### config.mk
export PLATFORM = sky130hd
export DESIGN_NAME = bis_cfg
export DESIGN_NICKNAME = d
export VERILOG_FILES = /design/src/rtl/core/bis_pkg.sv /design/src/rtl/core/bis_cfg.sv
export SDC_FILE = /design/constraint.sdc
export NUM_CORES = 1
export LEC_CHECK = 0
export BUFFER_PORTS_ARGS = -buffer_cell sky130_fd_sc_hd__clkbuf_2
export CORE_ASPECT_RATIO = 0.8
export CORE_MARGIN = 1.5
export CORE_UTILIZATION = 53
export DETAILED_ROUTE_END_ITERATION = 10
export PLACE_DENSITY = 0.91
export SYNTH_ARGS = -nofsm -noshare
export SYNTH_HDL_FRONTEND = slang
export SYNTH_SLANG_ARGS = --single-unit
### constraint.sdc
create_clock -name clk -period 3.9 [get_ports clk]
set_input_delay 0.78 -clock clk [delete_from_list [all_inputs] [get_ports clk]]
set_output_delay 0.78 -clock clk [all_outputs]
set_load 0.02 [all_outputs]
### src/rtl/core/bis_pkg.sv
// Shared types, constants and helpers of the bilinear image sampler.
package bis_pkg;

	// Fixed-point format and field widths
	localparam int FRAC_BITS       = 8;
	localparam int SAMPLE_BITS     = 16;
	localparam int DEF_STORE_DEPTH = 65536;
	localparam int BOUND_W         = 20;
	localparam int COORD_W         = 12;
	localparam int ADDR_W          = 16;
	localparam int POS_W           = 22;
	localparam int SPAN_W          = COORD_W + 1;
	localparam int PROD_W          = COORD_W + SPAN_W;
	localparam int IDX_W           = 26;
	localparam int ONE_PIX         = 1 << FRAC_BITS;
	localparam int HALF_PIX        = 1 << (FRAC_BITS - 1);
	localparam int QUEUE_DEPTH     = 4;

	// Item kinds
	localparam logic KIND_LOAD  = 1'b0;
	localparam logic KIND_QUERY = 1'b1;

	// Result path codes
	localparam logic [1:0] PATH_EMPTY  = 2'd0;
	localparam logic [1:0] PATH_BORDER = 2'd1;
	localparam logic [1:0] PATH_BILIN  = 2'd2;
	localparam logic [1:0] PATH_CONST  = 2'd3;

	// Register map
	localparam int PADDR_W   = 5;
	localparam int REG_IDX_W = 3;
	localparam logic [REG_IDX_W-1:0] REG_BOUND_MIN_X  = 3'd0;
	localparam logic [REG_IDX_W-1:0] REG_BOUND_MIN_Y  = 3'd1;
	localparam logic [REG_IDX_W-1:0] REG_WINDOW_MIN_X = 3'd2;
	localparam logic [REG_IDX_W-1:0] REG_WINDOW_MIN_Y = 3'd3;
	localparam logic [REG_IDX_W-1:0] REG_WINDOW_MAX_X = 3'd4;
	localparam logic [REG_IDX_W-1:0] REG_WINDOW_MAX_Y = 3'd5;
	localparam logic [REG_IDX_W-1:0] REG_CONSTANT     = 3'd6;

	// Work for the store side
	typedef enum logic [1:0] {
		OP_LOAD = 2'd0,
		OP_ZERO = 2'd1,
		OP_ONE  = 2'd2,
		OP_FOUR = 2'd3
	} op_t;

	typedef struct packed {
		logic [BOUND_W-1:0] bound_min_x;
		logic [BOUND_W-1:0] bound_min_y;
		logic [COORD_W-1:0] window_min_x;
		logic [COORD_W-1:0] window_min_y;
		logic [COORD_W-1:0] window_max_x;
		logic [COORD_W-1:0] window_max_y;
		logic               constant_mode;
	} cfg_t;

	// One queued command: a store write, or a query with its base address
	typedef struct packed {
		op_t                    op;
		logic [1:0]             path;
		logic [IDX_W-1:0]       base;
		logic                   ok;
		logic [FRAC_BITS-1:0]   fx;
		logic [FRAC_BITS-1:0]   fy;
		logic [SAMPLE_BITS-1:0] value;
	} q_entry_t;

	function automatic logic signed [POS_W-1:0] sx_bound(input logic [BOUND_W-1:0] v);
		return POS_W'($signed(v));
	endfunction

	function automatic logic signed [POS_W-1:0] sx_coord(input logic [COORD_W-1:0] v);
		return POS_W'($signed(v));
	endfunction

endpackage

### src/rtl/core/bis_cfg.sv
// APB register block holding the sampler configuration.
module bis_cfg (
	input  logic                        clk,
	input  logic                        arst_n,
	input  logic                        psel,
	input  logic                        penable,
	input  logic                        pwrite,
	input  logic [bis_pkg::PADDR_W-1:0] paddr,
	input  logic [31:0]                 pwdata,
	output logic [31:0]                 prdata,
	output logic                        pready,
	output bis_pkg::cfg_t               cfg
);
	import bis_pkg::*;

	cfg_t                 cfg_q;
	logic                 wr_en;
	logic [REG_IDX_W-1:0] reg_idx;

	assign pready  = 1'b1;
	assign wr_en   = psel && penable && pwrite && pready;
	assign reg_idx = paddr[PADDR_W-1:2];
	assign cfg     = cfg_q;

	// Register writes
	always_ff @(posedge clk or negedge arst_n) begin
		if (!arst_n) begin
			cfg_q.bound_min_x   <= '0;
			cfg_q.bound_min_y   <= '0;
			cfg_q.window_min_x  <= '0;
			cfg_q.window_min_y  <= '0;
			cfg_q.window_max_x  <= COORD_W'(255);
			cfg_q.window_max_y  <= COORD_W'(255);
			cfg_q.constant_mode <= 1'b0;
		end else if (wr_en) begin
			unique case (reg_idx)
				REG_BOUND_MIN_X:  cfg_q.bound_min_x   <= pwdata[BOUND_W-1:0];
				REG_BOUND_MIN_Y:  cfg_q.bound_min_y   <= pwdata[BOUND_W-1:0];
				REG_WINDOW_MIN_X: cfg_q.window_min_x  <= pwdata[COORD_W-1:0];
				REG_WINDOW_MIN_Y: cfg_q.window_min_y  <= pwdata[COORD_W-1:0];
				REG_WINDOW_MAX_X: cfg_q.window_max_x  <= pwdata[COORD_W-1:0];
				REG_WINDOW_MAX_Y: cfg_q.window_max_y  <= pwdata[COORD_W-1:0];
				REG_CONSTANT:     cfg_q.constant_mode <= pwdata[0];
				default: ;
			endcase
		end
	end

	// Read mux, signed fields sign extended
	always_comb begin
		unique case (reg_idx)
			REG_BOUND_MIN_X:  prdata = 32'($signed(cfg_q.bound_min_x));
			REG_BOUND_MIN_Y:  prdata = 32'($signed(cfg_q.bound_min_y));
			REG_WINDOW_MIN_X: prdata = 32'($signed(cfg_q.window_min_x));
			REG_WINDOW_MIN_Y: prdata = 32'($signed(cfg_q.window_min_y));
			REG_WINDOW_MAX_X: prdata = 32'($signed(cfg_q.window_max_x));
			REG_WINDOW_MAX_Y: prdata = 32'($signed(cfg_q.window_max_y));
			REG_CONSTANT:     prdata = 32'(cfg_q.constant_mode);
			default:          prdata = '0;
		endcase
	end

endmodule

==> flow_summary.json <==
{
  "outcome": "completed",
  "crit_required_ps": 3120,
  "routabilityCongestion": 0.778,
  "dp_hpwl_mm": 7.30,
  "htree_num_levels": 3,
  "cts_setup_buffers": 0,
  "layout.nets": 483,
  "clkLatencyLatePin_ps": 350,
  "ys_warn_count": 0,
  "synth_edf_count": 0,
  "synth_cell_type_count": 30,
  "syn_inst": 306,
  "endpoint": "prdata[27]",
  "final_cells": 554,
  "grt_pass1_vias": 3240,
  "cts_tree": "done",
  "critical_path.slowest_cell": "o21ai_0",
  "synthDominantCellAreaShare": 0.413,
  "clk_pin_slew_ps": 80,
  "worstPathArrival_ps": 2490,
  "routed_wl_mm": 10.5,
  "hold_buffers": 0,
  "ir_drop_mv": 0.268,
  "async_flop_share": 1.00,
  "dp_cells": 538,
  "dieArea_um2": 8900,
  "die_h_um": 84.7,
  "grt_remaining_overflow": 0,
  "diodes": 0,
  "holdWs_ps": 519,
  "largest_register_ffs": 89,
  "min_period_ps": 3270,
  "initialDrtViolationCount": 163,
  "worstSetupStartpointType": "input pin",
  "yosys-top-cells-area": "dfrtp_1 41%, mux2_2 12%, dfstp_2 9.5%",
  "final-hold-violation-count": 0,
  "worst_slew_pin_slew_ps": 1080,
  "reg2reg_depth": 1,
  "cts_max_path_buffers": 2,
  "reg2reg_to": "cfg[84]",
  "drcViolationCount": 0,
  "vias_per_cell": 5.51,
  "synth_common_cells": "73 x dfrtp_1, 47 x mux2_2, 35 x mux2i_1",
  "num_rows": 29,
  "cts_buffers": 9,
  "clock_skew_ps": 0,
  "critical_path_class": "in -> out",
  "avgSynthCellArea_um2": 14.4,
  "yosysMostFrequentCell": "dfrtp_1",
  "setup_violations": 0,
  "slowest_delay_ps": 450,
  "max_freq_ghz": 0.306,
  "grt_max_degree": 84,
  "numClockSinks": 89,
  "rr_startpoint": "cfg[84]",
  "area_growth_pct": 19.1,
  "yosysSeqAreaShare": 0.509,
  "critical_path.most_common_cell": "clkbuf_2",
  "antenna_found_initial": 0,
  "setup_tns_ps": 0,
  "maxSlewHeadroom": 0.274,
  "power_density_nw_per_um2": 535,
  "ios": 164,
  "regToRegSetupSlack_ps": 3070,
  "crit_start": "paddr[2]",
  "netlist_area_um2": 4420,
  "ys_seq_elements": 89,
  "initial_core_util": 0.551,
  "wl_per_cell_um": 19.0,
  "crit_path_cell_trace": "clkbuf_2, mux2i_1, o22a_1, o21ai_0, clkbuf_2",
  "die-width_um": 105,
  "ant_nets": 0,
  "rsz0062_at_grt": "false",
  "worstHoldPathType": "reg -> reg",
  "crit_fanout": 15,
  "ctsResizeCount": 0,
  "synth_flop_cell": "dfrtp_1",
  "track_usage": 0.245,
  "vias": 3055,
  "path_depth": 5,
  "drive_gt1_frac": 0.587,
  "p_leak_nw": 2.71,
  "maxCapViolCount": 0,
  "portBuffers": 148,
  "finalCritPeriodShare": 0.838,
  "slew_violations": 0,
  "critical_path_buf_inv_count": 2,
  "synth_area_leader_cell": "dfrtp_1",
  "core_area_um2": 8020,
  "critPathCaptureType": "output pin",
  "critical-path-top-delay-family": "compound AO/OA/AOI/OAI gates",
  "drtPass1Iterations": 4,
  "grt_pass1_wl_mm": 16.9,
  "synth_nets": 348,
  "root_buffer": "clkbuf_8"
}
-- metal layers --
| layer | GRT usage | up-vias | wire length, um |
|---|---|---|---|
| li1 | - | 1364 | - |
| met1 | 0.316 | 1578 | 4580 |
| met2 | 0.422 | 100 | 5330 |
| met3 | 0.0505 | 13 | 529 |
| met4 | 0.0660 | 0 | 99 |
| met5 | 0 | - | 0 |
-- placed cells by master, fill, tap and decap left out, types with 2 or more instances in the layout --
master / synthesis / layout
nor2_1: 2 / 2
dfrtp_1: 73 / 73
a31oi_1: 3 / 3
nor2_8: 2 / 2
nand2_1: 8 / 8
mux2_4: 20 / 20
o22a_1: 5 / 5
mux2i_1: 35 / 35
a221oi_1: 3 / 3
mux2_2: 47 / 47
clkinv_2: 0 / 2
o32a_1: 3 / 3
dfstp_2: 16 / 16
nor2_2: 3 / 3
o21ai_0: 16 / 16
clkbuf_2: 0 / 147
mux2_1: 28 / 28
buf_4: 18 / 8
clkbuf_8: 0 / 12
-- area by class of cell --
class                   count  area (um2)
well taps                 108         135
flip-flops and latches     89        2250
inverters                   1        3.75
repair buffers            155         796
fillers                   637        2760
clock buffers              12         165
multi-input cells         185        1890
clock inverters             4        26.3
-- worst min path at each step --
stage / start / endpoint / slack, ps / depth (start not counted)
5_1_grt: cfg[77] / cfg[77] / 540 / 1
2_1_floorplan: arst_n / cfg[0] / 480 / 0
3_5_place_dp: cfg[77] / cfg[77] / 500 / 1
3_3_place_gp: cfg[74] / cfg[74] / 490 / 1
6_report: cfg[75] / cfg[75] / 520 / 1
4_1_cts: cfg[77] / cfg[77] / 520 / 1
-- report_power, final --
part	switching, mW	leakage, nW	total [mW]	internal, mW
combinational	0.558	1.52	0.934	0.376
clock	0.317	0.0984	0.600	0.283
sequential	0.151	1.10	1.28	1.13
-- per-stage QoR --
stage,setup slack [ps],cell area (um2),power [mW],utilization
3_5_place_dp,636,5070,2.23,0.632
5_1_grt,435,5260,2.95,0.656
4_1_cts,632,5260,2.83,0.656
3_3_place_gp,746,5070,2.19,0.632
2_1_floorplan,270,4420,1.90,-
6_report,633,5260,2.81,0.656
-- logic make-up (layout without fill, tap and decap cells) --
| logic type | after synthesis | after routing | share of synthesized area |
|---|---|---|---|
| compound gates | 33 | 33 | 0.0507 |
| buf+inv | 32 | 172 | 0.0640 |
| flops | 89 | 89 | 0.509 |
| mux | 130 | 130 | 0.338 |
| other cells | 1 | 1 | 0.000849 |
| simple gates | 21 | 21 | 0.0374 |
Note: power is estimated with default switching activity, not from simulation.
