`src/rtl/core/bis_pkg.sv`:
```
// Shared types, constants and helpers of the bilinear image sampler.
package bis_pkg;

	// Fixed-point format and field widths
	localparam int FRAC_BITS       = 8;
	localparam int SAMPLE_BITS     = 16;
	localparam int DEF_STORE_DEPTH = 65536;
	localparam int BOUND_W         = 20;
	localparam int COORD_W         = 12;
	localparam int ADDR_W          = 16;
	localparam int POS_W           = 22;
	localparam int SPAN_W          = COORD_W + 1;
	localparam int PROD_W          = COORD_W + SPAN_W;
	localparam int IDX_W           = 26;
	localparam int ONE_PIX         = 1 << FRAC_BITS;
	localparam int HALF_PIX        = 1 << (FRAC_BITS - 1);
	localparam int QUEUE_DEPTH     = 4;

	// Item kinds
	localparam logic KIND_LOAD  = 1'b0;
	localparam logic KIND_QUERY = 1'b1;

	// Result path codes
	localparam logic [1:0] PATH_EMPTY  = 2'd0;
	localparam logic [1:0] PATH_BORDER = 2'd1;
	localparam logic [1:0] PATH_BILIN  = 2'd2;
	localparam logic [1:0] PATH_CONST  = 2'd3;

	// Register map
	localparam int PADDR_W   = 5;
	localparam int REG_IDX_W = 3;
	localparam logic [REG_IDX_W-1:0] REG_BOUND_MIN_X  = 3'd0;
	localparam logic [REG_IDX_W-1:0] REG_BOUND_MIN_Y  = 3'd1;
	localparam logic [REG_IDX_W-1:0] REG_WINDOW_MIN_X = 3'd2;
	localparam logic [REG_IDX_W-1:0] REG_WINDOW_MIN_Y = 3'd3;
	localparam logic [REG_IDX_W-1:0] REG_WINDOW_MAX_X = 3'd4;
	localparam logic [REG_IDX_W-1:0] REG_WINDOW_MAX_Y = 3'd5;
	localparam logic [REG_IDX_W-1:0] REG_CONSTANT     = 3'd6;

	// Work for the store side
	typedef enum logic [1:0] {
		OP_LOAD = 2'd0,
		OP_ZERO = 2'd1,
		OP_ONE  = 2'd2,
		OP_FOUR = 2'd3
	} op_t;

	typedef struct packed {
		logic [BOUND_W-1:0] bound_min_x;
		logic [BOUND_W-1:0] bound_min_y;
		logic [COORD_W-1:0] window_min_x;
		logic [COORD_W-1:0] window_min_y;
		logic [COORD_W-1:0] window_max_x;
		logic [COORD_W-1:0] window_max_y;
		logic               constant_mode;
	} cfg_t;

	// One queued command: a store write, or a query with its base address
	typedef struct packed {
		op_t                    op;
		logic [1:0]             path;
		logic [IDX_W-1:0]       base;
		logic                   ok;
		logic [FRAC_BITS-1:0]   fx;
		logic [FRAC_BITS-1:0]   fy;
		logic [SAMPLE_BITS-1:0] value;
	} q_entry_t;

	function automatic logic signed [POS_W-1:0] sx_bound(input logic [BOUND_W-1:0] v);
		return POS_W'($signed(v));
	endfunction

	function automatic logic signed [POS_W-1:0] sx_coord(input logic [COORD_W-1:0] v);
		return POS_W'($signed(v));
	endfunction

endpackage

```
`src/rtl/core/bis_queue.sv`:
```
// Small command FIFO between the front pipeline and the store side.
module bis_queue (
	input  logic              clk,
	input  logic              arst_n,
	input  logic              push,
	input  bis_pkg::q_entry_t push_entry,
	input  logic              pop,
	output bis_pkg::q_entry_t head,
	output logic              full,
	output logic              empty
);
	import bis_pkg::*;

	localparam int PTR_W = $clog2(QUEUE_DEPTH);
	localparam int CNT_W = $clog2(QUEUE_DEPTH + 1);

	q_entry_t          ent_q [QUEUE_DEPTH];
	logic [PTR_W-1:0]  wr_ptr_q, rd_ptr_q;
	logic [CNT_W-1:0]  cnt_q;

	assign full  = (cnt_q == CNT_W'(QUEUE_DEPTH));
	assign empty = (cnt_q == '0);
	assign head  = ent_q[rd_ptr_q];

	// Entry storage
	always_ff @(posedge clk) begin
		if (push)
			ent_q[wr_ptr_q] <= push_entry;
	end

	// Pointers and fill count
	always_ff @(posedge clk or negedge arst_n) begin
		if (!arst_n) begin
			wr_ptr_q <= '0;
			rd_ptr_q <= '0;
			cnt_q    <= '0;
		end else begin
			if (push)
				wr_ptr_q <= (wr_ptr_q == PTR_W'(QUEUE_DEPTH - 1)) ? '0 : wr_ptr_q + 1'b1;
			if (pop)
				rd_ptr_q <= (rd_ptr_q == PTR_W'(QUEUE_DEPTH - 1)) ? '0 : rd_ptr_q + 1'b1;
			if (push && !pop)
				cnt_q <= cnt_q + 1'b1;
			else if (pop && !push)
				cnt_q <= cnt_q - 1'b1;
		end
	end

endmodule

```
`config.mk`:
```
export PLATFORM = sky130hd
export DESIGN_NAME = bis_queue
export DESIGN_NICKNAME = d
export VERILOG_FILES = /design/src/rtl/core/bis_pkg.sv /design/src/rtl/core/bis_queue.sv
export SDC_FILE = /design/constraint.sdc
export NUM_CORES = 1
export LEC_CHECK = 0
export ABC_CLOCK_PERIOD_IN_PS = 3070
export BUFFER_PORTS_ARGS = -buffer_cell sky130_fd_sc_hd__buf_2
export CAP_MARGIN = 20
export CELL_PAD_IN_SITES_DETAIL_PLACEMENT = 0
export CELL_PAD_IN_SITES_GLOBAL_PLACEMENT = 1
export CORE_MARGIN = 2
export CORE_UTILIZATION = 52
export CTS_BUF_LIST = sky130_fd_sc_hd__clkbuf_8
export CTS_CLUSTER_DIAMETER = 150
export DETAILED_ROUTE_END_ITERATION = 16
export GPL_TIMING_DRIVEN = 0
export PLACE_DENSITY = 0.79
export SLEW_MARGIN = 25
export SYNTH_ARGS = -nofsm -noshare
export SYNTH_HDL_FRONTEND = slang
export SYNTH_SLANG_ARGS = --single-unit
```
`constraint.sdc`:
```
create_clock -name clk -period 3.07 [get_ports clk]
set_input_delay 0.307 -clock clk [delete_from_list [all_inputs] [get_ports clk]]
set_output_delay 0.307 -clock clk [all_outputs]
set_load 0.005 [all_outputs]
```
==> out/results.txt <==
worst min path class: input port to flop
Yosys reg bits: 259
worst skew pair latency: 0.52 ns
DP Area: 10500 µm²
syn nets: 440
clk buf depth: 3
layout cells sized above 1: 0.427
post-CTS sizing: 0
maximum VDD drop: 0.588 mV
f_max: 430 MHz
GRT met1 Usage: 0.227
Worst-Margin Slew: 0.499 ns
CTS tree: yes
clock root cell: clkbuf_8
Max Slew Vio Count: 0
RSZ-0062 raised after global routing: no
Finished Cell Area: 11900 µm²
WL/cell: 19.4 µm
outcome: complete, no violations
routability cong.: 0.707
Rel. slew slack: 0.667
most frequent CP cell: buf_6
r2r worst-path depth: 4
FF-to-FF End: ent_q[0][9]$_DFFE_PP_
Static Leak: 4.23 nW
Area Overhead vs Synth: 25.4%
Crit path required time: 2.76 ns
Final nets: 678
sequential share of the synthesized area: 0.814
Cell Area, Synth: 9510 µm²
Core Box Area: 18000 µm²
Final Hold Vio Count: 0
final antenna-violating net count: 0
Pwr Total: 0.0103 W
Worst Hold End: ent_q[2][27]$_DFFE_PP_
yosys warns: 0
min Tclk post-route: 2.33 ns
# diodes: 0
# IOs: 132
critical path endpoint category: output port
Critical-path top delay cell: mux4_2
skew final: 0.00817 ns
critical path type: flop to output port
Cell Rows: 49
initial drt markers: 192
syn_area_per_cell: 26.0 µm²
DRC: 0
Via-to-Cell Ratio: 5.30
vias in the first global route: 4967
Critical Path, Cell by Cell: buf_6 -> buf_6 -> mux4_2 -> buf_2
Buffers on Ports: 131
layer with the highest usage: met2
antenna violations before repair: 0
power per cell area: 863 nW/µm²
post-synthesis cell type count: 18
H-tree levels: 2
Hold Crit Start: push_entry[27]
Setup crit start kind: flop
Worst Path Arrival: 2.02 ns
die area: 19400 µm²
worst r2r src: wr_ptr_q[0]$_DFFE_PN0P_
clk slew on worst S/H paths: 0.06 ns
period utilization: 0.758
Critical Path Max Stage Delay: 0.54 ns
final wirelength: 16700 µm
Die Width: 139 µm
Total GRT Usage: 0.178
hold path cells: 1
clk sink count: 259
M3 GR Usage: 0.0396
drt pass-1 iters: 4
crit path max fanout: 10
CTS buffer count: 40
total vias in the final route: 4565
first-pass GRT wire length: 26400 µm
Mapped Cells: 366
flop2flop setup slack: 1.29 ns
grt ovf: 0
Final Setup Violations: 0
Starting Density: 0.529
largest net degree at the start of global routing: 37
Max-Cap Viols: 0
met2 usage: 0.309
post-DP HPWL: 9790 µm
Die Height: 139 µm
==> cell usage after synthesis <==
master / instances / area, µm²
fa_1: 1 / 20.0
edfxtp_1: 252 / 7570
o21ai_0: 2 / 10.0
xnor2_1: 1 / 8.76
buf_2: 7 / 35.0
nor2_1: 3 / 11.3
and2_1: 4 / 25.0
nor3b_1: 1 / 7.51
mux4_2: 63 / 1420
dfrtp_1: 7 / 175
mux2_2: 3 / 33.8
inv_1: 4 / 15.0
buf_6: 6 / 67.6
xor2_1: 2 / 17.5
ha_1: 6 / 75.1
nand2_1: 2 / 7.51
nor3_1: 1 / 5.00
buf_4: 1 / 7.51
==> cells in the final DEF, fill, tap and decap left out <==
cell | netlist | final
inv_1 | 4 | 15
fa_1 | 1 | 1
o21ai_0 | 2 | 2
bufinv_16 | 0 | 3
clkinv_1 | 0 | 8
mux2_2 | 3 | 3
nand2_1 | 2 | 2
mux4_2 | 63 | 63
dlygate4sd3_1 | 0 | 61
xnor2_1 | 1 | 1
nor2_1 | 3 | 3
buf_4 | 1 | 1
nor3b_1 | 1 | 1
clkbuf_8 | 0 | 42
nor3_1 | 1 | 1
and2_4 | 0 | 4
buf_12 | 0 | 4
xor2_1 | 2 | 2
buf_6 | 6 | 6
clkinv_2 | 0 | 6
buf_2 | 7 | 138
ha_1 | 6 | 6
dfrtp_1 | 7 | 7
edfxtp_1 | 252 | 252
==> state kept, by name (all words and copies together) (netlist names) <==
signal / count
rd_ptr_q: 2
ent_q: 252
cnt_q: 3
wr_ptr_q: 2
==> how the worst max path moves through the flow <==
stage	from	end	slack (ns)
final	rd_ptr_q[0]$_DFFE_PN0P_	head[12]	0.74
after global routing	rd_ptr_q[0]$_DFFE_PN0P_	head[4]	0.64
after CTS	rd_ptr_q[0]$_DFFE_PN0P_	head[4]	0.67
after detailed placement	wr_ptr_q[0]$_DFFE_PN0P_	ent_q[0][19]$_DFFE_PP_	1.25
after global placement	wr_ptr_q[0]$_DFFE_PN0P_	ent_q[0][19]$_DFFE_PP_	-0.58
after floorplan	wr_ptr_q[0]$_DFFE_PN0P_	ent_q[0][0]$_DFFE_PP_	0.54
==> area by class of cell <==
cell class / count / area, µm²
multi-input combinational: 89 / 1650
sequential: 259 / 7740
timing repair buffer: 196 / 1350
inverter: 4 / 15.0
fill: 1196 / 6040
clock inverter: 28 / 191
buffer: 14 / 110
clock buffer: 42 / 578
tap: 229 / 287
==> worst max-delay path, delay by kind of cell (launching register included) <==
kind | cells | cell delay (ns)
mux | 1 | 0.54
flops | 1 | 0.40
buf+inv | 3 | 0.56
==> kinds of logic (layout without fill, tap and decap cells) <==
family                     after synthesis  count (layout)  share of synthesized area
AOI/OAI and AO/OA                        2               2                    0.00105
muxes                                   66              66                      0.153
buffers and inverters                   18             284                     0.0132
DFF                                    259             259                      0.814
adders and majority gates                7               7                     0.0100
xor gates and xnor gates                 3               3                    0.00276
and+or+nand+nor                         11              11                    0.00592
==> power by group <==
| group | switching, W | internal [W] | total [W] |
|---|---|---|---|
| clock network | 0.00123 | 0.00152 | 0.00275 |
| registers | 0.000147 | 0.00453 | 0.00468 |
| logic | 0.00137 | 0.00149 | 0.00286 |
==> metal layers <==
metal | vias to the layer above | share of wire | wire [µm]
li1 | 2046 | - | -
met1 | 2347 | 0.41 | 6830
met2 | 145 | 0.52 | 8730
met3 | 27 | 0.051 | 850
met4 | 0 | 0.020 | 335
met5 | - | 0 | 0
==> per-stage QoR <==
step	hold slack, ns	cells	setup WS [ns]	setup TNS (ns)	util
floorplan	0.0114	366	0.536	0	-
global placement	0.145	726	-0.585	-138.87	0.582
detailed placement	0.152	730	1.25	0	0.587
CTS	0.000707	861	0.674	0	0.664
global route	0.0102	861	0.636	0	0.664
finish	0.0359	861	0.744	0	0.664
==> what timing repair did <==
item,CTS,global route
hold buffers,61,0
setup buffers,0,0
endpoints found under the hold margin,241,0
Note: power is estimated with default switching activity, not from simulation.
