## config.mk

```make
export PLATFORM = sky130hd
export DESIGN_NAME = bis_front
export DESIGN_NICKNAME = d
export VERILOG_FILES = /design/src/rtl/core/bis_pkg.sv /design/src/rtl/core/bis_front.sv
export SDC_FILE = /design/constraint.sdc
export NUM_CORES = 1
export LEC_CHECK = 0
export BUFFER_PORTS_ARGS = -buffer_cell sky130_fd_sc_hd__buf_2
export CAP_MARGIN = 20
export CORE_MARGIN = 3
export CORE_UTILIZATION = 49
export DETAILED_ROUTE_END_ITERATION = 10
export GPL_TIMING_DRIVEN = 0
export PLACE_DENSITY = 0.66
export SLEW_MARGIN = 20
export SYNTH_ARGS = -nofsm -noshare
export SYNTH_HDL_FRONTEND = slang
export SYNTH_SLANG_ARGS = --single-unit
```

## constraint.sdc

```tcl
create_clock -name clk -period 46 [get_ports clk]
set_input_delay 11.5 -clock clk [delete_from_list [all_inputs] [get_ports clk]]
set_output_delay 11.5 -clock clk [all_outputs]
set_load 0.02 [all_outputs]
```

## src/rtl/core/bis_pkg.sv

```systemverilog
// Shared types, constants and helpers of the bilinear image sampler.
package bis_pkg;

	// Fixed-point format and field widths
	localparam int FRAC_BITS       = 8;
	localparam int SAMPLE_BITS     = 16;
	localparam int DEF_STORE_DEPTH = 65536;
	localparam int BOUND_W         = 20;
	localparam int COORD_W         = 12;
	localparam int ADDR_W          = 16;
	localparam int POS_W           = 22;
	localparam int SPAN_W          = COORD_W + 1;
	localparam int PROD_W          = COORD_W + SPAN_W;
	localparam int IDX_W           = 26;
	localparam int ONE_PIX         = 1 << FRAC_BITS;
	localparam int HALF_PIX        = 1 << (FRAC_BITS - 1);
	localparam int QUEUE_DEPTH     = 4;

	// Item kinds
	localparam logic KIND_LOAD  = 1'b0;
	localparam logic KIND_QUERY = 1'b1;

	// Result path codes
	localparam logic [1:0] PATH_EMPTY  = 2'd0;
	localparam logic [1:0] PATH_BORDER = 2'd1;
	localparam logic [1:0] PATH_BILIN  = 2'd2;
	localparam logic [1:0] PATH_CONST  = 2'd3;

	// Register map
	localparam int PADDR_W   = 5;
	localparam int REG_IDX_W = 3;
	localparam logic [REG_IDX_W-1:0] REG_BOUND_MIN_X  = 3'd0;
	localparam logic [REG_IDX_W-1:0] REG_BOUND_MIN_Y  = 3'd1;
	localparam logic [REG_IDX_W-1:0] REG_WINDOW_MIN_X = 3'd2;
	localparam logic [REG_IDX_W-1:0] REG_WINDOW_MIN_Y = 3'd3;
	localparam logic [REG_IDX_W-1:0] REG_WINDOW_MAX_X = 3'd4;
	localparam logic [REG_IDX_W-1:0] REG_WINDOW_MAX_Y = 3'd5;
	localparam logic [REG_IDX_W-1:0] REG_CONSTANT     = 3'd6;

	// Work for the store side
	typedef enum logic [1:0] {
		OP_LOAD = 2'd0,
		OP_ZERO = 2'd1,
		OP_ONE  = 2'd2,
		OP_FOUR = 2'd3
	} op_t;

	typedef struct packed {
		logic [BOUND_W-1:0] bound_min_x;
		logic [BOUND_W-1:0] bound_min_y;
		logic [COORD_W-1:0] window_min_x;
		logic [COORD_W-1:0] window_min_y;
		logic [COORD_W-1:0] window_max_x;
		logic [COORD_W-1:0] window_max_y;
		logic               constant_mode;
	} cfg_t;

	// One queued command: a store write, or a query with its base address
	typedef struct packed {
		op_t                    op;
		logic [1:0]             path;
		logic [IDX_W-1:0]       base;
		logic                   ok;
		logic [FRAC_BITS-1:0]   fx;
		logic [FRAC_BITS-1:0]   fy;
		logic [SAMPLE_BITS-1:0] value;
	} q_entry_t;

	function automatic logic signed [POS_W-1:0] sx_bound(input logic [BOUND_W-1:0] v);
		return POS_W'($signed(v));
	endfunction

	function automatic logic signed [POS_W-1:0] sx_coord(input logic [COORD_W-1:0] v);
		return POS_W'($signed(v));
	endfunction

endpackage

```

## src/rtl/core/bis_front.sv

```systemverilog
// Front pipeline: takes items, classifies queries and computes store addresses.
module bis_front #(
	parameter int STORE_DEPTH = bis_pkg::DEF_STORE_DEPTH
) (
	input  logic                            clk,
	input  logic                            arst_n,
	input  bis_pkg::cfg_t                   cfg,
	input  logic                            item_valid,
	output logic                            item_ready,
	input  logic                            kind,
	input  logic [bis_pkg::ADDR_W-1:0]      load_address,
	input  logic [bis_pkg::SAMPLE_BITS-1:0] load_value,
	input  logic signed [bis_pkg::BOUND_W-1:0] query_x,
	input  logic signed [bis_pkg::BOUND_W-1:0] query_y,
	output logic                            push,
	output bis_pkg::q_entry_t               push_entry,
	input  logic                            q_full,
	output logic [bis_pkg::SPAN_W-1:0]      row_len
);
	import bis_pkg::*;

	localparam int FB = FRAC_BITS;
	localparam logic signed [POS_W-1:0] HALF_P  = POS_W'(HALF_PIX);
	localparam logic signed [POS_W-1:0] ONE_LSB = POS_W'(1);
	localparam logic signed [POS_W-1:0] ONE_CRD = POS_W'(1);

	// Snap a coordinate within one LSB of the far edge to just inside it
	function automatic logic signed [POS_W-1:0] edge_fix(
		input logic signed [POS_W-1:0] p,
		input logic signed [POS_W-1:0] e
	);
		if (p >= e - ONE_LSB && p <= e + ONE_LSB)
			return e - ONE_LSB;
		return p;
	endfunction

	logic adv;
	logic load_ok;

	// stage registers
	logic                      v_s1, v_s2, v_s3, v_s4, v_s5;
	logic                      load_s1;
	logic [IDX_W-1:0]          addr_s1, addr_s2, addr_s3, addr_s4;
	logic [SAMPLE_BITS-1:0]    val_s1, val_s2, val_s3, val_s4, val_s5;
	logic signed [POS_W-1:0]   pfx_s1, pfy_s1;
	op_t                       op_s2, op_s3, op_s4, op_s5;
	logic [1:0]                path_s2, path_s3, path_s4, path_s5;
	logic signed [POS_W-1:0]   px_s2, py_s2;
	logic [COORD_W-1:0]        rx_s3, ry_s3, rx_s4;
	logic                      ok_s3, ok_s4, ok_s5;
	logic [FB-1:0]             fx_s3, fy_s3, fx_s4, fy_s4, fx_s5, fy_s5;
	logic [PROD_W-1:0]         prod_s4;
	logic [IDX_W-1:0]          base_s5;

	// window geometry from the registers
	logic signed [POS_W-1:0] wmin_x, wmin_y, wmax_x, wmax_y;
	logic signed [POS_W-1:0] lo_x, lo_y, hi_x, hi_y, edge_x, edge_y;
	logic signed [POS_W-1:0] span_x, span_y;

	// stage 2 and 3 logic
	op_t                     op_c;
	logic [1:0]              path_c;
	logic signed [POS_W-1:0] px_c, py_c;
	logic                    empty_c, border_c;
	logic signed [POS_W-1:0] rel_x, rel_y;
	logic                    okx, oky;

	assign adv        = !v_s5 || !q_full;
	assign item_ready = adv;
	assign push       = v_s5 && !q_full;
	assign load_ok    = IDX_W'(load_address) < IDX_W'(STORE_DEPTH);

	assign wmin_x  = sx_coord(cfg.window_min_x);
	assign wmin_y  = sx_coord(cfg.window_min_y);
	assign wmax_x  = sx_coord(cfg.window_max_x);
	assign wmax_y  = sx_coord(cfg.window_max_y);
	assign lo_x    = (wmin_x <<< FB) + HALF_P;
	assign lo_y    = (wmin_y <<< FB) + HALF_P;
	assign hi_x    = (wmax_x <<< FB) + HALF_P;
	assign hi_y    = (wmax_y <<< FB) + HALF_P;
	assign edge_x  = (wmax_x + ONE_CRD) <<< FB;
	assign edge_y  = (wmax_y + ONE_CRD) <<< FB;
	assign span_x  = wmax_x - wmin_x + ONE_CRD;
	assign span_y  = wmax_y - wmin_y + ONE_CRD;
	assign row_len = span_x[SPAN_W-1:0];

	// Stage 1: position relative to the image bound
	always_ff @(posedge clk) begin
		if (adv) begin
			load_s1 <= (kind == KIND_LOAD);
			addr_s1 <= IDX_W'(load_address);
			val_s1  <= load_value;
			pfx_s1  <= POS_W'(query_x) - sx_bound(cfg.bound_min_x);
			pfy_s1  <= POS_W'(query_y) - sx_bound(cfg.bound_min_y);
		end
	end

	// Stage 2: choose path and the position to sample at
	always_comb begin
		empty_c  = (wmax_x < wmin_x) || (wmax_y < wmin_y);
		border_c = (pfx_s1 <= lo_x) || (pfy_s1 <= lo_y) ||
			(pfx_s1 >= hi_x) || (pfy_s1 >= hi_y);
		op_c   = OP_FOUR;
		path_c = PATH_BILIN;
		px_c   = pfx_s1 - HALF_P;
		py_c   = pfy_s1 - HALF_P;
		if (load_s1) begin
			op_c   = OP_LOAD;
			path_c = PATH_EMPTY;
		end else if (cfg.constant_mode) begin
			op_c   = OP_ONE;
			path_c = PATH_CONST;
		end else if (empty_c) begin
			op_c   = OP_ZERO;
			path_c = PATH_EMPTY;
		end else if (border_c) begin
			op_c   = OP_ONE;
			path_c = PATH_BORDER;
			px_c   = edge_fix(pfx_s1, edge_x);
			py_c   = edge_fix(pfy_s1, edge_y);
		end
	end

	always_ff @(posedge clk) begin
		if (adv) begin
			op_s2   <= op_c;
			path_s2 <= path_c;
			px_s2   <= px_c;
			py_s2   <= py_c;
			addr_s2 <= addr_s1;
			val_s2  <= val_s1;
		end
	end

	// Stage 3: integer pixel within the window, fraction, range check
	assign rel_x = (px_s2 >>> FB) - wmin_x;
	assign rel_y = (py_s2 >>> FB) - wmin_y;
	assign okx   = (rel_x >= 0) && (rel_x < span_x);
	assign oky   = (rel_y >= 0) && (rel_y < span_y);

	always_ff @(posedge clk) begin
		if (adv) begin
			op_s3   <= op_s2;
			path_s3 <= path_s2;
			addr_s3 <= addr_s2;
			val_s3  <= val_s2;
			ok_s3   <= (path_s2 == PATH_CONST) || (okx && oky);
			rx_s3   <= (path_s2 == PATH_CONST) ? '0 : rel_x[COORD_W-1:0];
			ry_s3   <= (path_s2 == PATH_CONST) ? '0 : rel_y[COORD_W-1:0];
			fx_s3   <= (op_s2 == OP_FOUR) ? px_s2[FB-1:0] : '0;
			fy_s3   <= (op_s2 == OP_FOUR) ? py_s2[FB-1:0] : '0;
		end
	end

	// Stage 4: row offset
	always_ff @(posedge clk) begin
		if (adv) begin
			op_s4   <= op_s3;
			path_s4 <= path_s3;
			addr_s4 <= addr_s3;
			val_s4  <= val_s3;
			ok_s4   <= ok_s3;
			rx_s4   <= rx_s3;
			fx_s4   <= fx_s3;
			fy_s4   <= fy_s3;
			prod_s4 <= PROD_W'(ry_s3) * PROD_W'(row_len);
		end
	end

	// Stage 5: base address of the first neighbor, or the load address
	always_ff @(posedge clk) begin
		if (adv) begin
			op_s5   <= op_s4;
			path_s5 <= path_s4;
			val_s5  <= val_s4;
			ok_s5   <= ok_s4;
			fx_s5   <= fx_s4;
			fy_s5   <= fy_s4;
			base_s5 <= (op_s4 == OP_LOAD) ? addr_s4 :
				IDX_W'(prod_s4) + IDX_W'(rx_s4);
		end
	end

	// Valid bits of the stages; out of range loads are dropped here
	always_ff @(posedge clk or negedge arst_n) begin
		if (!arst_n) begin
			v_s1 <= 1'b0;
			v_s2 <= 1'b0;
			v_s3 <= 1'b0;
			v_s4 <= 1'b0;
			v_s5 <= 1'b0;
		end else if (adv) begin
			v_s1 <= item_valid && ((kind == KIND_QUERY) || load_ok);
			v_s2 <= v_s1;
			v_s3 <= v_s2;
			v_s4 <= v_s3;
			v_s5 <= v_s4;
		end
	end

	always_comb begin
		push_entry.op    = op_s5;
		push_entry.path  = path_s5;
		push_entry.base  = base_s5;
		push_entry.ok    = ok_s5;
		push_entry.fx    = fx_s5;
		push_entry.fy    = fy_s5;
		push_entry.value = val_s5;
	end

endmodule

```

==> impl_metrics.json <==
{
  "cts_setup_buffers": 0,
  "critPathKind": "in2out",
  "final_cell_mix": "385 x edfxtp_1, 332 x ha_1, 320 x inv_1",
  "ys_seq_elements": 390,
  "max_stage_delay_ps": 530,
  "grt_usage_pct": 22.2,
  "cp.arrival_ps": 15040,
  "drive_gt1_share_pct": 12.3,
  "startpoint_type": "input port",
  "cts_buffers": 44,
  "row_count": 87,
  "syn_nets": 3246,
  "rsz0062_at_grt": "no",
  "final_common_cell": "edfxtp_1",
  "finalNonFillerCells": 3709,
  "cp_slowest_cell": "xor2_1",
  "clk_latency_ps": 590,
  "detail-route-antenna-nets": 0,
  "num_vias": 20405,
  "synth_edf_count": 385,
  "synth_top_cell_by_area": "edfxtp_1",
  "cts_tree": "yes",
  "drtPass1Iterations": 5,
  "hold_class": "reg2reg",
  "cts_htree_levels": 2,
  "crit_fanout": 10,
  "yosysSeqAreaShare_pct": 41.1,
  "routed_wirelength_um": 67400,
  "synth_top_area_share_pct": 40.6,
  "cpMostUsedCell": "inv_1",
  "synthFlopType": "edfxtp_1",
  "drtIter0Drc": 1029,
  "post_cts_resized": 0,
  "r2r.worst_path.cells": 20,
  "worstPathRequired_ps": 34500,
  "post-route-min-period_ps": 26540,
  "cts_buffer_depth": 3,
  "worst_clock_skew_ps": 26.9,
  "relSlewSlack_pct": 45.4,
  "path_cells": "buf_2 > inv_1 > ha_1 > inv_1 > ha_1 > inv_1 > fa_1 > nor2b_1 > o21ai_0 > a22oi_1 > o21ai_1 > a21oi_1 > o41a_1 > xor2_1 > clkbuf_1 > buf_2",
  "grt_overflow_total": 0,
  "path_clk_slew_ps": 60,
  "grt_max_degree": 64,
  "max_freq_mhz": 37.7,
  "cts_root_buf": "clkbuf_16",
  "dp_hpwl_um": 54000,
  "cts_hold_buf": 0,
  "core_area_um2": 56900,
  "clock-sinks": 390,
  "yosysWarnings": 0,
  "routedWlPerCell_um": 18.2,
  "antenna_found_initial": 9,
  "synthCells": 2622,
  "avgViaCountPerCell": 5.50,
  "syn-mean-instance-area_um2": 10.9,
  "dp_cells": 3627,
  "synth.area.top_cells": "edfxtp_1 41%, ha_1 15%, fa_1 8.9%",
  "crit_path_end_kind": "output port",
  "period_share_pct": 57.7,
  "area_growth_pct": 13.1,
  "yosysUniqueCellTypes": 95,
  "die_area_um2": 61000,
  "final_nets": 3541,
  "hold_depth": 0,
  "die_h_um": 247,
  "die_x_um": 247,
  "status": "finished, final reports clean",
  "setup_tns_ps": 0,
  "start_util_pct": 50.0,
  "finalHoldViolations": 0,
  "drc": 0,
  "worstMarginPinSlew_ps": 814,
  "globalplace.congestion": 0.918,
  "async_flop_share_pct": 1.28,
  "synthesis.area_um2": 28500,
  "grt_pass1_vias": 20763,
  "finalMaxSlewViolations": 0,
  "ioPinCount": 244,
  "io_buffers": 243,
  "maxCapViolCount": 0,
  "setup_violations": 0,
  "grt_pass1_wl_um": 107000
}
area by class of cell:
class / instances / area (um^2)
Clock buffer: 51 / 1130
Multi-Input combinational cell: 1854 / 15300
Inverter: 321 / 1200
Timing Repair Buffer: 249 / 1370
Tap cell: 756 / 946
Sequential cell: 390 / 11700
Fill cell: 4942 / 24700
Antenna cell: 6 / 15.0
Clock inverter: 25 / 267
Buffer: 57 / 262
flip-flops by register name (all words and copies together) (netlist names), 12 cells and up:
name,flops
addr_s4,16
val_s5,16
addr_s3,16
px_s2,22
rx_s4,12
val_s3,16
val_s4,16
prod_s4,25
pfx_s1,21
addr_s2,16
ry_s3,12
pfy_s1,21
addr_s1,16
base_s5,26
val_s2,16
val_s1,16
rx_s3,12
py_s2,22
layer usage:
metal,vias up,share of wire (%),track usage (%)
met3,154,4.9,3.19
met5,-,0.053,0
met1,9746,43,28.2
met2,539,48,37.7
li1,9960,-,-
met4,6,4.5,9.91
path summary, 6_finish.rpt:
check | slack [ps] | end | from
max | 19460 | row_len[11] | cfg[14]
min | 410 | fx_s4[6]$_DFFE_PP_ | fx_s3[6]$_SDFFCE_PP0P_
max reg2reg | 39890 | prod_s4[23]$_DFFE_PP_ | ry_s3[5]$_SDFFCE_PP0P_
min reg2reg | 410 | fx_s4[6]$_DFFE_PP_ | fx_s3[6]$_SDFFCE_PP0P_
max in group asynchronous | 35140 | v_s2$_DFFE_PN0P_ | arst_n
min in group asynchronous | 10730 | v_s5$_DFFE_PN0P_ | arst_n
worst max-delay path: cells and delay by family:
| kind | cells | cell delay (ps) |
|---|---|---|
| AOI/OAI and AO/OA | 5 | 830 |
| xor gates and xnor gates | 1 | 530 |
| adders and majority gates | 3 | 880 |
| buffers and inverters | 6 | 1160 |
| and+or+nand+nor | 1 | 120 |
synth_stat cells, types with 6 or more instances:
cell	instances
a2111oi_0	8
a211o_1	17
a211oi_1	15
a21boi_0	6
a21boi_1	8
a21o_1	26
a21oi_1	106
a31oi_1	14
and2_1	102
and3_1	41
and4_1	7
clkbuf_1	47
edfxtp_1	385
fa_1	126
ha_1	332
inv_1	320
mux2_2	8
mux2i_1	17
nand2_1	190
nand2b_1	36
nand3_1	63
nand4_1	35
nor2_1	122
nor2b_1	38
nor3_1	61
nor3b_1	13
nor4_1	12
o211a_1	6
o211ai_1	20
o21a_1	26
o21ai_0	80
o21ai_1	19
o21bai_1	9
o31a_1	7
o31ai_1	9
or2_1	9
or2_2	6
or3_1	24
xnor2_1	102
xor2_1	37
through the flow:
step	cell area, um^2	setup slack, ps	hold slack, ps	util, %
4_1_cts	32200	19450	415	56.5
6_report	32200	19460	415	56.5
2_1_floorplan	28500	14730	400	-
5_1_grt	32200	19220	422	56.5
3_3_place_gp	30600	10580	400	53.8
3_5_place_dp	30800	19460	405	54.1
cells by family after synthesis:
family | synth area share [%]
adder cells (fa/ha/maj) | 23.5
XOR/XNOR | 4.28
buffers and inverters | 5.15
multiplexers | 0.915
flip-flops | 41.1
AND/OR/NAND/NOR | 14.2
AO/OA/AOI/OAI | 10.9
Power is not shown: default switching activity piles up to over one toggle a cycle in this logic, so the estimate is an artifact.
